### src/hw/rtl/cpd_pkg.sv
// Shared types and constants for the cyclic progression detector.
// No dependencies; imported by cpd_ctrl, cpd_datapath and the top level.
package cpd_pkg;

   // Width of each configuration register and of the loop counters.
   localparam int CFG_W = 6;

   // Configuration register indexes.
   localparam int CSR_IDX_W = 1;
   localparam logic [CSR_IDX_W-1:0] CSR_MODULUS  = 1'b0;
   localparam logic [CSR_IDX_W-1:0] CSR_PROG_LEN = 1'b1;

   typedef logic [CFG_W-1:0] cfg_type;

   // Commands from the controller to the datapath.
   typedef struct packed {
      logic load;          // capture a new item
      logic count_step;    // add the members of one byte of the mask
      logic init_d;        // start the first common difference
      logic scan_step;     // one rotate-and-AND
      logic next_d;        // move on to the next common difference
      logic set_result;    // record the answer
      logic result_value;
   } dp_cmd_type;

   // Status from the datapath to the controller.
   typedef struct packed {
      logic chunk_last;    // last byte of the member count
      logic early_zero;    // small modulus, zero length or too few members
      logic starts_nz;     // running AND still has members
      logic i_lt_len;      // more terms remain for this difference
      logic d_last;        // current difference is the last one
   } dp_status_type;

endpackage

### src/hw/rtl/cpd_datapath.sv
// Datapath of the cyclic progression detector: mask, member count, rotator and loop counters.
// Depends on cpd_pkg; driven by commands from cpd_ctrl.
module cpd_datapath #(
   parameter int MASK_BITS = 63
) (
   input  logic                   clock,
   input  logic                   reset,
   input  logic [MASK_BITS-1:0]   set_mask,
   input  cpd_pkg::cfg_type       modulus,
   input  cpd_pkg::cfg_type       prog_len,
   input  cpd_pkg::dp_cmd_type    cmd,
   output cpd_pkg::dp_status_type status,
   output logic                   result
);
   import cpd_pkg::*;

   localparam int NCHUNK = (MASK_BITS + 7) / 8;
   localparam int CHW    = (NCHUNK > 1) ? $clog2(NCHUNK) : 1;
   localparam int CW     = $clog2(MASK_BITS + 1);

   logic [MASK_BITS-1:0] mask_ff, mask_in;
   logic [MASK_BITS-1:0] starts_ff, starts_in;
   logic [CW-1:0]        cnt_ff, cnt_in;
   logic [CHW-1:0]       chunk_ff, chunk_in;
   cfg_type              d_ff, d_in;
   cfg_type              i_ff, i_in;
   cfg_type              amt_ff, amt_in;
   logic                 result_ff, result_in;

   cfg_type              p_eff;
   cfg_type              halfp;
   logic [MASK_BITS-1:0] all_mask;
   logic [MASK_BITS-1:0] rot_left, rot_right, rot;
   logic [NCHUNK*8-1:0]  mask_pad;
   logic [7:0]           chunk_bits;
   logic [3:0]           chunk_pc;
   logic [CFG_W:0]       amt_sum;
   cfg_type              amt_next;

   // A modulus beyond the mask width is taken as the mask width.
   assign p_eff = (modulus > CFG_W'(MASK_BITS)) ? CFG_W'(MASK_BITS) : modulus;
   assign halfp = (p_eff - 1'b1) >> 1;

   always_comb begin
      for (int k = 0; k < MASK_BITS; k++) begin
         all_mask[k] = (CFG_W'(k) < p_eff);
      end
   end

   // Cyclic rotation of the low p bits; an amount of zero leaves the mask unchanged.
   assign rot_left  = mask_ff << amt_ff;
   assign rot_right = mask_ff >> (p_eff - amt_ff);
   assign rot       = (rot_left | rot_right) & all_mask;

   assign mask_pad   = (NCHUNK*8)'(mask_ff);
   assign chunk_bits = mask_pad[{chunk_ff, 3'b000} +: 8];

   always_comb begin
      chunk_pc = '0;
      for (int k = 0; k < 8; k++) begin
         chunk_pc = chunk_pc + 4'(chunk_bits[k]);
      end
   end

   assign amt_sum  = {1'b0, amt_ff} + {1'b0, d_ff};
   assign amt_next = (amt_sum >= {1'b0, p_eff}) ? CFG_W'(amt_sum - {1'b0, p_eff})
                                                 : CFG_W'(amt_sum);

   always_comb begin
      mask_in   = mask_ff;
      starts_in = starts_ff;
      cnt_in    = cnt_ff;
      chunk_in  = chunk_ff;
      d_in      = d_ff;
      i_in      = i_ff;
      amt_in    = amt_ff;
      result_in = result_ff;
      if (cmd.load) begin
         mask_in  = set_mask & all_mask;
         cnt_in   = '0;
         chunk_in = '0;
      end
      if (cmd.count_step) begin
         cnt_in   = cnt_ff + CW'(chunk_pc);
         chunk_in = chunk_ff + 1'b1;
      end
      if (cmd.init_d) begin
         d_in      = CFG_W'(1);
         amt_in    = CFG_W'(1);
         i_in      = CFG_W'(1);
         starts_in = mask_ff;
      end
      if (cmd.scan_step) begin
         starts_in = starts_ff & rot;
         amt_in    = amt_next;
         i_in      = i_ff + 1'b1;
      end
      if (cmd.next_d) begin
         d_in      = d_ff + 1'b1;
         amt_in    = d_ff + 1'b1;
         i_in      = CFG_W'(1);
         starts_in = mask_ff;
      end
      if (cmd.set_result) begin
         result_in = cmd.result_value;
      end
   end

   always_ff @(posedge clock) begin
      mask_ff   <= mask_in;
      starts_ff <= starts_in;
      cnt_ff    <= cnt_in;
      chunk_ff  <= chunk_in;
      d_ff      <= d_in;
      i_ff      <= i_in;
      amt_ff    <= amt_in;
      result_ff <= result_in;
   end

   assign status.chunk_last = (chunk_ff == CHW'(NCHUNK - 1));
   assign status.early_zero = (p_eff < CFG_W'(3)) || (prog_len == '0) ||
                              ((CFG_W+1)'(cnt_ff) < (CFG_W+1)'(prog_len));
   assign status.starts_nz  = (starts_ff != '0);
   assign status.i_lt_len   = (i_ff < prog_len);
   assign status.d_last     = (d_ff == halfp);
   assign result            = result_ff;

   // A rotate-and-AND can only remove candidate starting points.
   a_starts_shrink: assert property (@(posedge clock) disable iff (reset)
      cmd.scan_step |=> ((starts_ff & ~$past(starts_ff)) == '0))
      else $error("running AND gained members");

   // The rotation amount stays a residue of the modulus.
   a_amt_range: assert property (@(posedge clock) disable iff (reset)
      (cmd.scan_step || cmd.init_d || cmd.next_d) && !status.early_zero
      |=> (amt_ff < p_eff))
      else $error("rotation amount out of range");

   // The member count never decreases while counting and never exceeds the mask width.
   a_cnt_mono: assert property (@(posedge clock) disable iff (reset)
      cmd.count_step |=> (cnt_ff >= $past(cnt_ff)) && (cnt_ff <= CW'(MASK_BITS)))
      else $error("member count went wrong");

endmodule

### src/hw/rtl/cpd_ctrl.sv
// Controller state machine of the cyclic progression detector.
// Depends on cpd_pkg; issues commands to cpd_datapath and loads the result register.
module cpd_ctrl (
   input  logic                   clock,
   input  logic                   reset,
   input  logic                   req_valid,
   input  logic                   out_free,
   input  cpd_pkg::dp_status_type status,
   output logic                   req_stall,
   output cpd_pkg::dp_cmd_type    cmd,
   output logic                   out_load
);
   import cpd_pkg::*;

   localparam logic [2:0] S_IDLE   = 3'd0;
   localparam logic [2:0] S_COUNT  = 3'd1;
   localparam logic [2:0] S_CHECK  = 3'd2;
   localparam logic [2:0] S_SCAN   = 3'd3;
   localparam logic [2:0] S_FINISH = 3'd4;

   logic [2:0] state_ff, state_in;

   assign req_stall = (state_ff != S_IDLE);

   always_comb begin
      state_in = state_ff;
      cmd      = '0;
      out_load = 1'b0;
      case (state_ff)
         S_IDLE: begin
            if (req_valid) begin
               cmd.load = 1'b1;
               state_in = S_COUNT;
            end
         end
         S_COUNT: begin
            cmd.count_step = 1'b1;
            if (status.chunk_last) begin
               state_in = S_CHECK;
            end
         end
         S_CHECK: begin
            if (status.early_zero) begin
               cmd.set_result   = 1'b1;
               cmd.result_value = 1'b0;
               state_in         = S_FINISH;
            end else begin
               cmd.init_d = 1'b1;
               state_in   = S_SCAN;
            end
         end
         S_SCAN: begin
            if (status.i_lt_len && status.starts_nz) begin
               cmd.scan_step = 1'b1;
            end else if (status.starts_nz) begin
               cmd.set_result   = 1'b1;
               cmd.result_value = 1'b1;
               state_in         = S_FINISH;
            end else if (status.d_last) begin
               cmd.set_result   = 1'b1;
               cmd.result_value = 1'b0;
               state_in         = S_FINISH;
            end else begin
               cmd.next_d = 1'b1;
            end
         end
         S_FINISH: begin
            if (out_free) begin
               out_load = 1'b1;
               state_in = S_IDLE;
            end
         end
         default: begin
            state_in = S_IDLE;
         end
      endcase
   end

   always_ff @(posedge clock) begin
      if (reset) begin
         state_ff <= S_IDLE;
      end else begin
         state_ff <= state_in;
      end
   end

endmodule

### src/hw/rtl/cyclic_progression_detector_unit.sv
// Cyclic progression detector top level: configuration registers, output register, controller, datapath.
// Operation: the item is accepted, its members are counted one byte at a time, a check follows, then per
// difference up to (length-1) rotate-and-AND steps and one closing step, over up to (p-1)/2 differences,
// then the result goes to the output register; one item at a time, with the single rotator.
// A new item is accepted while the previous result waits in the output register.
// Synchronous reset clears control state and sets modulus to 3 and length to 0.
module cyclic_progression_detector_unit #(
   parameter int MASK_BITS = 63
) (
   input  logic                            clock,
   input  logic                            reset,
   input  logic                            req_valid,
   output logic                            req_stall,
   input  logic [MASK_BITS-1:0]            req_set_mask,
   output logic                            rsp_valid,
   input  logic                            rsp_stall,
   output logic                            rsp_has_progression,
   input  logic                            csr_valid,
   output logic                            csr_ready,
   input  logic [cpd_pkg::CSR_IDX_W-1:0]   csr_index,
   input  logic [cpd_pkg::CFG_W-1:0]       csr_wdata
);
   import cpd_pkg::*;

   cfg_type       modulus_ff, modulus_in;
   cfg_type       prog_len_ff, prog_len_in;
   logic          rsp_valid_ff, rsp_valid_in;
   logic          rsp_data_ff, rsp_data_in;
   logic          out_free;
   logic          out_load;
   logic          result;
   dp_cmd_type    cmd;
   dp_status_type status;

   assign csr_ready = 1'b1;

   always_comb begin
      modulus_in  = modulus_ff;
      prog_len_in = prog_len_ff;
      if (csr_valid) begin
         case (csr_index)
            CSR_MODULUS:  modulus_in  = csr_wdata;
            CSR_PROG_LEN: prog_len_in = csr_wdata;
            default: begin
            end
         endcase
      end
   end

   assign out_free     = !rsp_valid_ff || !rsp_stall;
   assign rsp_valid_in = out_load ? 1'b1 : (rsp_stall ? rsp_valid_ff : 1'b0);
   assign rsp_data_in  = out_load ? result : rsp_data_ff;

   always_ff @(posedge clock) begin
      if (reset) begin
         modulus_ff   <= CFG_W'(3);
         prog_len_ff  <= '0;
         rsp_valid_ff <= 1'b0;
      end else begin
         modulus_ff   <= modulus_in;
         prog_len_ff  <= prog_len_in;
         rsp_valid_ff <= rsp_valid_in;
      end
   end

   always_ff @(posedge clock) begin
      rsp_data_ff <= rsp_data_in;
   end

   assign rsp_valid           = rsp_valid_ff;
   assign rsp_has_progression = rsp_data_ff;

   cpd_ctrl u_ctrl (
      .clock     (clock),
      .reset     (reset),
      .req_valid (req_valid),
      .out_free  (out_free),
      .status    (status),
      .req_stall (req_stall),
      .cmd       (cmd),
      .out_load  (out_load)
   );

   cpd_datapath #(
      .MASK_BITS (MASK_BITS)
   ) u_datapath (
      .clock    (clock),
      .reset    (reset),
      .set_mask (req_set_mask),
      .modulus  (modulus_ff),
      .prog_len (prog_len_ff),
      .cmd      (cmd),
      .status   (status),
      .result   (result)
   );

endmodule
### config.mk
export PLATFORM = sky130hd
export DESIGN_NAME = cyclic_progression_detector_unit
export DESIGN_NICKNAME = d
export VERILOG_FILES = /design/src/hw/rtl/cpd_pkg.sv /design/src/hw/rtl/cpd_datapath.sv /design/src/hw/rtl/cpd_ctrl.sv /design/src/hw/rtl/cyclic_progression_detector_unit.sv
export SDC_FILE = /design/constraint.sdc
export NUM_CORES = 1
export LEC_CHECK = 0
export BUFFER_PORTS_ARGS = -buffer_cell sky130_fd_sc_hd__buf_4
export CELL_PAD_IN_SITES_DETAIL_PLACEMENT = 2
export CELL_PAD_IN_SITES_GLOBAL_PLACEMENT = 2
export CORE_AREA = 4 4 214 216
export DETAILED_ROUTE_END_ITERATION = 7
export DIE_AREA = 0 0 218 220
export GPL_ROUTABILITY_DRIVEN = 0
export HOLD_SLACK_MARGIN = 0.1
export PLACE_DENSITY_LB_ADDON = 0.1
export SKIP_CTS_REPAIR_TIMING = 1
export SLEW_MARGIN = 20
export SYNTH_ARGS = -nofsm -noshare
export SYNTH_HDL_FRONTEND = slang
export SYNTH_SLANG_ARGS = --single-unit
### constraint.sdc
create_clock -name clock -period 11.95 [get_ports clock]
set_input_delay 3.585 -clock clock [delete_from_list [all_inputs] [get_ports clock]]
set_output_delay 3.585 -clock clock [all_outputs]
set_load 0.03 [all_outputs]
==> metrics.csv, run 1 <==
metric;value;unit
required;12.15;ns
rows;77;
dieArea;48000;sq um
fin_crit_sh;0.462;
drive_above_1_share;0.192;
max-vdd-ir-drop;116;uV
antenna_found_initial;8;
critPathMaxFanout;60;
clk_latency;0.50;ns
setup_tns;0;ns
cts_buffers;17;
htree_levels;4;
wl_per_cell;39.3;um
syn_inst;1849;
cts-root-buf;clkbuf_16;
critPathKind;register to register;
top_layer_used;met5;
viasPerCell;7.27;
cp-start-kind;register;
status;finished, final reports clean;
cts_buffer_depth;2;
synth_top_cells_by_count;nand2_1 (248), mux2i_1 (188), edfxtp_1 (149), nor2_1 (134), mux4_2 (113);
detail-route-antenna-nets;0;
yosysTopAreaCell;edfxtp_1;
dp_hpwl;71900;um
yosysMostFrequentCell;nand2_1;
postSynthAreaPerCell;9.44;sq um
nets;1969;
worstMarginPinSlew;1.18;ns
num-fill-cells;4814;
first_pass_iters;5;
synth.distinct_cells;86;
grt_pass1_wl;136000;um
die_y;220;um
synthTopCellsByArea;edfxtp_1 (26%), mux4_2 (15%), mux2i_1 (11%);
track_usage;0.394;
grt_pass1_vias;18506;
rsz0062_at_grt;false;
slew_viol_final;0;
netlist.area_leader.share;0.256;
finClkSkew;0.0226;ns
async_reset_ff_frac;0;
initial_core_util;0.397;
tritoncts;built;
areaGrowthSynthToFinish;9.88;%
synth_seq_area_share;0.282;
grt_max_degree;73;
fin_util;0.436;
path_clk_slew;0.08;ns
power_density;155;nW/um^2
cp.arrival;5.71;ns
met2_wirelength;42200;um
yosysWarnings;0;
r2r_cells;12;
clock_sinks;171;
hold_viol;0;
yosys_most_used_dff;edfxtp_1;
timing.slew.headroom;0.190;
worstSetupEndpointType;register;
multi_input_comb_area;11800;sq um
pin_count;79;
dr_total_vias;17823;
port_buffers;77;
power_leakage;7.50;nW
holdCritPathClass;register to register;
syn-cell-area;17400;sq um
dr_wl_met3;11600;um
hold_depth;0;
drtIter0Drc;2489;
synth_edf_count;149;
gr-total-overflow;0;
regArea;4920;sq um
max_cap_violations;0;
routedLengthMet1;35900;um
routed_wl;96400;um
setup_viol_count_final;0;
die_w;218;um
max_freq;181;MHz
syn_nets;1973;
synth-seq-cells;171;
drc;0;
fin_crit;5.52;ns
core_region_area;43900;sq um
cell type report:
class / count / area share
inverters: 42 / 0.00822
well taps: 592 / 0.0386
diodes: 3 / 0.000392
clock buffers: 18 / 0.0224
clock inverters: 14 / 0.00920
multi-input cells: 1483 / 0.614
flip-flops and latches: 171 / 0.256
repair buffers: 130 / 0.0509
metrics by stage:
stage	cell area (sq um)	total power, mW	std cells	setup slack [ns]	hold WS [ns]
finish	19200	2.98	2453	6.43	0.458
global route	19200	3.08	2450	6.24	0.462
CTS	19200	2.93	2450	6.52	0.453
detailed placement	18600	2.30	2418	6.52	0.409
global placement	18600	2.27	2418	6.55	0.428
floorplan	17400	1.76	1849	5.22	0.400
worst paths after layout:
check	to	start	slack, ns
setup / recovery	u_datapath.starts_ff[17]	u_datapath.amt_ff[0]	6.43
hold / removal	rsp_has_progression	u_datapath.result	0.46
setup reg to reg	u_datapath.starts_ff[17]	u_datapath.amt_ff[0]	6.43
hold reg to reg	rsp_has_progression	u_datapath.result	0.46
cells in the final DEF, fill, tap and decap left out, types with 23 or more instances in the layout:
master and count:
a21oi_1 105, nor3_1 34, nand2_1 248, mux4_2 113
o22ai_1 25, inv_1 33, edfxtp_1 149, nor2b_1 28
nor2_1 129, mux2i_1 188, nand3_1 49, mux2_2 42
ha_1 40, a211oi_1 28, and2_1 33, buf_4 130
and3_1 23, o21ai_0 81
power by group:
group / leakage (nW) / internal (mW) / switching, mW
clock network: 0.296 / 0.318 / 0.300
logic: 5.62 / 0.576 / 0.911
registers: 1.58 / 0.730 / 0.142
total: 7.50 / 1.62 / 1.35
worst max-delay path, stage by stage, from the launching register on:
cell and delay, ns:
edfxtp_1 0.33, buf_4 0.54, ha_4 0.23, inv_1 0.05
fa_1 0.51, xnor2_4 0.19, buf_4 0.74, mux4_2 0.43
mux2i_1 0.38, mux2i_1 0.25, mux2_2 0.32, a2111oi_0 1.03
nor3_1 0.14
per-layer routing:
layer | GRT usage | vias to the layer above
li1 | - | 7119
met1 | 0.489 | 9106
met2 | 0.606 | 1261
met3 | 0.129 | 329
met4 | 0.222 | 8
met5 | 0 | -
flip-flops by register name, indices dropped and copies added (netlist names):
name                  count
rsp_has_progression       1
u_datapath.mask_ff       63
u_ctrl.state_ff           3
u_datapath.d_ff           6
prog_len_ff               6
u_datapath.amt_ff         6
u_datapath.i_ff           6
u_datapath.cnt_ff         6
u_datapath.starts_ff     63
rsp_valid                 1
u_datapath.chunk_ff       3
u_datapath.result         1
modulus_ff                6
kinds of logic (layout without fill, tap and decap cells):
family          count (synthesis)  after routing  share of synthesized area
xor+xnor                       26             26                     0.0139
mux                           343            343                      0.281
other cells                     1              4                   0.000215
fa+ha+maj                      49             49                     0.0386
buf+inv                       195            204                     0.0484
flops                         171            171                      0.282
simple gates                  626            626                      0.166
compound gates                438            438                      0.171
No activity file was read; power rests on OpenSTA's default activity.
==> run 2: changes to the inputs <==
--- a/config.mk
+++ b/config.mk
@@ -5,12 +5,13 @@
 export SDC_FILE = /design/constraint.sdc
 export NUM_CORES = 1
 export LEC_CHECK = 0
+export ABC_AREA = 1
 export BUFFER_PORTS_ARGS = -buffer_cell sky130_fd_sc_hd__buf_4
 export CELL_PAD_IN_SITES_DETAIL_PLACEMENT = 2
 export CELL_PAD_IN_SITES_GLOBAL_PLACEMENT = 2
-export CORE_AREA = 4 4 214 216
+export CORE_AREA = 4 4 235 237
 export DETAILED_ROUTE_END_ITERATION = 7
-export DIE_AREA = 0 0 218 220
+export DIE_AREA = 0 0 239 241
 export GPL_ROUTABILITY_DRIVEN = 0
 export HOLD_SLACK_MARGIN = 0.1
 export PLACE_DENSITY_LB_ADDON = 0.1
==> constraint.sdc (replaced) <==
create_clock -name clock -period 5.35 [get_ports clock]
set_input_delay 1.605 -clock clock [delete_from_list [all_inputs] [get_ports clock]]
set_output_delay 1.605 -clock clock [all_outputs]
set_load 0.03 [all_outputs]
==> run 2 against run 1 <==
  * Synthesized cell count is 62% higher
  * Utilization down 7.0 points
  * Non-clock buffer count fell by 7
  * Area after synthesis grew 2.3%
  * First-iteration DRC count is 11% lower
  * Global-route usage down 2.6 points
  * Clock skew down 0.0087 ns
  * Critical endpoint is now u_datapath.cnt_ff[5]
==> metrics.csv, run 2 <==
metric;value;unit
status;finished, final reports clean;
clk_latency;0.46;ns
multi_input_comb_area;11400;sq um
grt_pass1_wl;158000;um
critPathKind;register to register;
async_reset_ff_frac;0;
postSynthAreaPerCell;5.97;sq um
final_common_cell;nand2_1;
holdWs;0.444;ns
stdcell_count;3659;
netlist.area_leader.share;0.263;
layout_common_cells;nand2_1 (972), nand3_1 (936), inv_1 (188), nor2_1 (179), edfxtp_1 (149);
die_w;239;um
min_from;u_datapath.result;
power_density;626;nW/um^2
critPathMaxFanout;18;
first_pass_iters;5;
track_usage;0.368;
setup_viol_count_final;0;
pin_count;79;
reg2reg_slack;0.21;ns
synth-seq-cells;171;
placed_area;18900;sq um
tritoncts;built;
hold_viol;0;
num-fill-cells;6670;
cp-start-kind;register;
synth_edf_count;149;
rr_startpoint;u_datapath.chunk_ff[0];
yosysTopAreaCell;nand3_1;
max_freq;194;MHz
die_y;241;um
syn-cell-area;17800;sq um
yosysWarnings;0;
syn_inst;2989;
core_region_area;53300;sq um
clock_sinks;171;
synth_top_cells_by_count;nand2_1 (975), nand3_1 (938), inv_1 (189), nor2_1 (180), edfxtp_1 (149);
synth.distinct_cells;43;
swShare;0.593;
finClkSkew;0.0140;ns
cts_buffer_depth;2;
rows;85;
drive_above_1_share;0.0641;
crit_start;u_datapath.chunk_ff[0];
grt_pass1_vias;23719;
areaGrowthSynthToFinish;9.27;%
gr-total-overflow;0;
regArea;4910;sq um
dieArea;57600;sq um
htree_levels;4;
slew_viol_final;0;
pwr-share-comb;0.689;
dr_total_vias;22720;
synth_seq_area_share;0.275;
path_clk_slew;0.07;ns
initial_core_util;0.335;
stdcell_area;19500;sq um
fin_crit_sh;0.961;
dp_cells;3624;
worstSetupEndpointType;register;
routed_wl;109000;um
nets;3073;
r2r_cells;19;
yosys_most_used_dff;edfxtp_1;
detail-route-antenna-nets;0;
cts_buffers;17;
internal_power;4.96;mW
worstMarginPinSlew;1.14;ns
fin_crit;5.14;ns
timing.slew.headroom;0.239;
synthTopCellsByArea;nand3_1 (26%), edfxtp_1 (25%), nand2_1 (21%);
largestRegisters;u_datapath.mask_ff: 63 flops, u_datapath.starts_ff: 63 flops;
power_leakage;9.02;nW
dp_hpwl;82400;um
cp.arrival;5.44;ns
drtIter0Drc;2212;
required;5.65;ns
setup_tns;0;ns
yosysMostFrequentCell;nand2_1;
switching_power;7.24;mW
rsz0062_at_grt;false;
max-vdd-ir-drop;417;uV
grt_max_degree;133;
clkPwrFrac;0.103;
r2r-end;u_datapath.cnt_ff[5];
antenna_found_initial;6;
port_buffers;77;
syn_nets;3113;
power.share.sequential;0.208;
holdCritPathClass;register to register;
drc;0;
viasPerCell;6.21;
cts-root-buf;clkbuf_16;
max_cap_violations;0;
wl_per_cell;29.7;um
endpoint;u_datapath.cnt_ff[5];
run 2: cell count changes after synthesis, moves of 43 or more:
cell     delta
mux4_2    -113
nand3_1   +888
buf_2      +43
nor2_1     +46
a21oi_1    -54
nand2_1   +727
mux2i_1   -188
inv_1     +154
run 2: power groups by stage:
stage | Sequential (mW) | Combinational [mW] | Clock [mW]
after floorplan | 2.20 | 5.10 | 0
after global placement | 2.50 | 7.71 | 0
after detailed placement | 2.53 | 8.10 | 0
after CTS | 2.50 | 8.15 | 1.26
after global routing | 2.54 | 9.06 | 1.31
final | 2.54 | 8.41 | 1.25
run 2: worst min path at each step:
stage                     cells after the start                   to
after global placement                        0  rsp_has_progression
after detailed placement                      0  rsp_has_progression
after global routing                          0  rsp_has_progression
final                                         0  rsp_has_progression
after CTS                                     0  rsp_has_progression
after floorplan                               0  rsp_has_progression
run 2: critical path, stage by stage, from the launching register on:
cell	delay, ns
edfxtp_1	0.49
buf_8	0.21
nor2_1	0.13
o22ai_1	0.12
nor2_1	0.22
a31oi_1	0.07
ha_1	0.33
fa_1	0.62
inv_1	0.09
fa_1	0.52
fa_2	0.43
fa_1	0.38
xnor2_1	0.15
ha_1	0.37
nand3_1	0.10
nand3_1	0.09
and2_1	0.17
o21ai_2	0.07
or2_2	0.28
a21oi_1	0.12
run 2: cell type report:
type | count | share of cell area
clock inverter | 13 | 0.00686
antenna | 1 | 0.000128
multi-input combinational | 2431 | 0.586
sequential | 171 | 0.252
inverter | 205 | 0.0395
tap | 696 | 0.0446
clock buffer | 19 | 0.0222
timing repair buffer | 123 | 0.0488
run 2: routing by layer:
layer | GRT usage | routed length [um] | vias up
li1 | - | - | 9990
met1 | 0.466 | 43200 | 11365
met2 | 0.608 | 50200 | 1056
met3 | 0.0565 | 8340 | 307
met4 | 0.193 | 6820 | 2
met5 | 0 | 10 | -
run 2: cells by family (layout without fill, tap and decap cells):
kind of cell / after synthesis / after routing / synth area share
compound gates: 158 / 158 / 0.0479
simple gates: 2203 / 2203 / 0.541
xor+xnor: 20 / 20 / 0.00981
flops: 171 / 171 / 0.275
other cells: 1 / 2 / 0.000210
fa+ha+maj: 49 / 49 / 0.0377
buf+inv: 387 / 360 / 0.0876
run 2: stage by stage:
stage / worst slack, ns / power, mW / util
2_1_floorplan: 0.597 / 7.30 / -
3_3_place_gp: 0.368 / 10.2 / 0.355
3_5_place_dp: 0.0747 / 10.6 / 0.355
4_1_cts: 0.0634 / 11.9 / 0.365
5_1_grt: 0.0460 / 12.9 / 0.366
6_report: 0.208 / 12.2 / 0.366
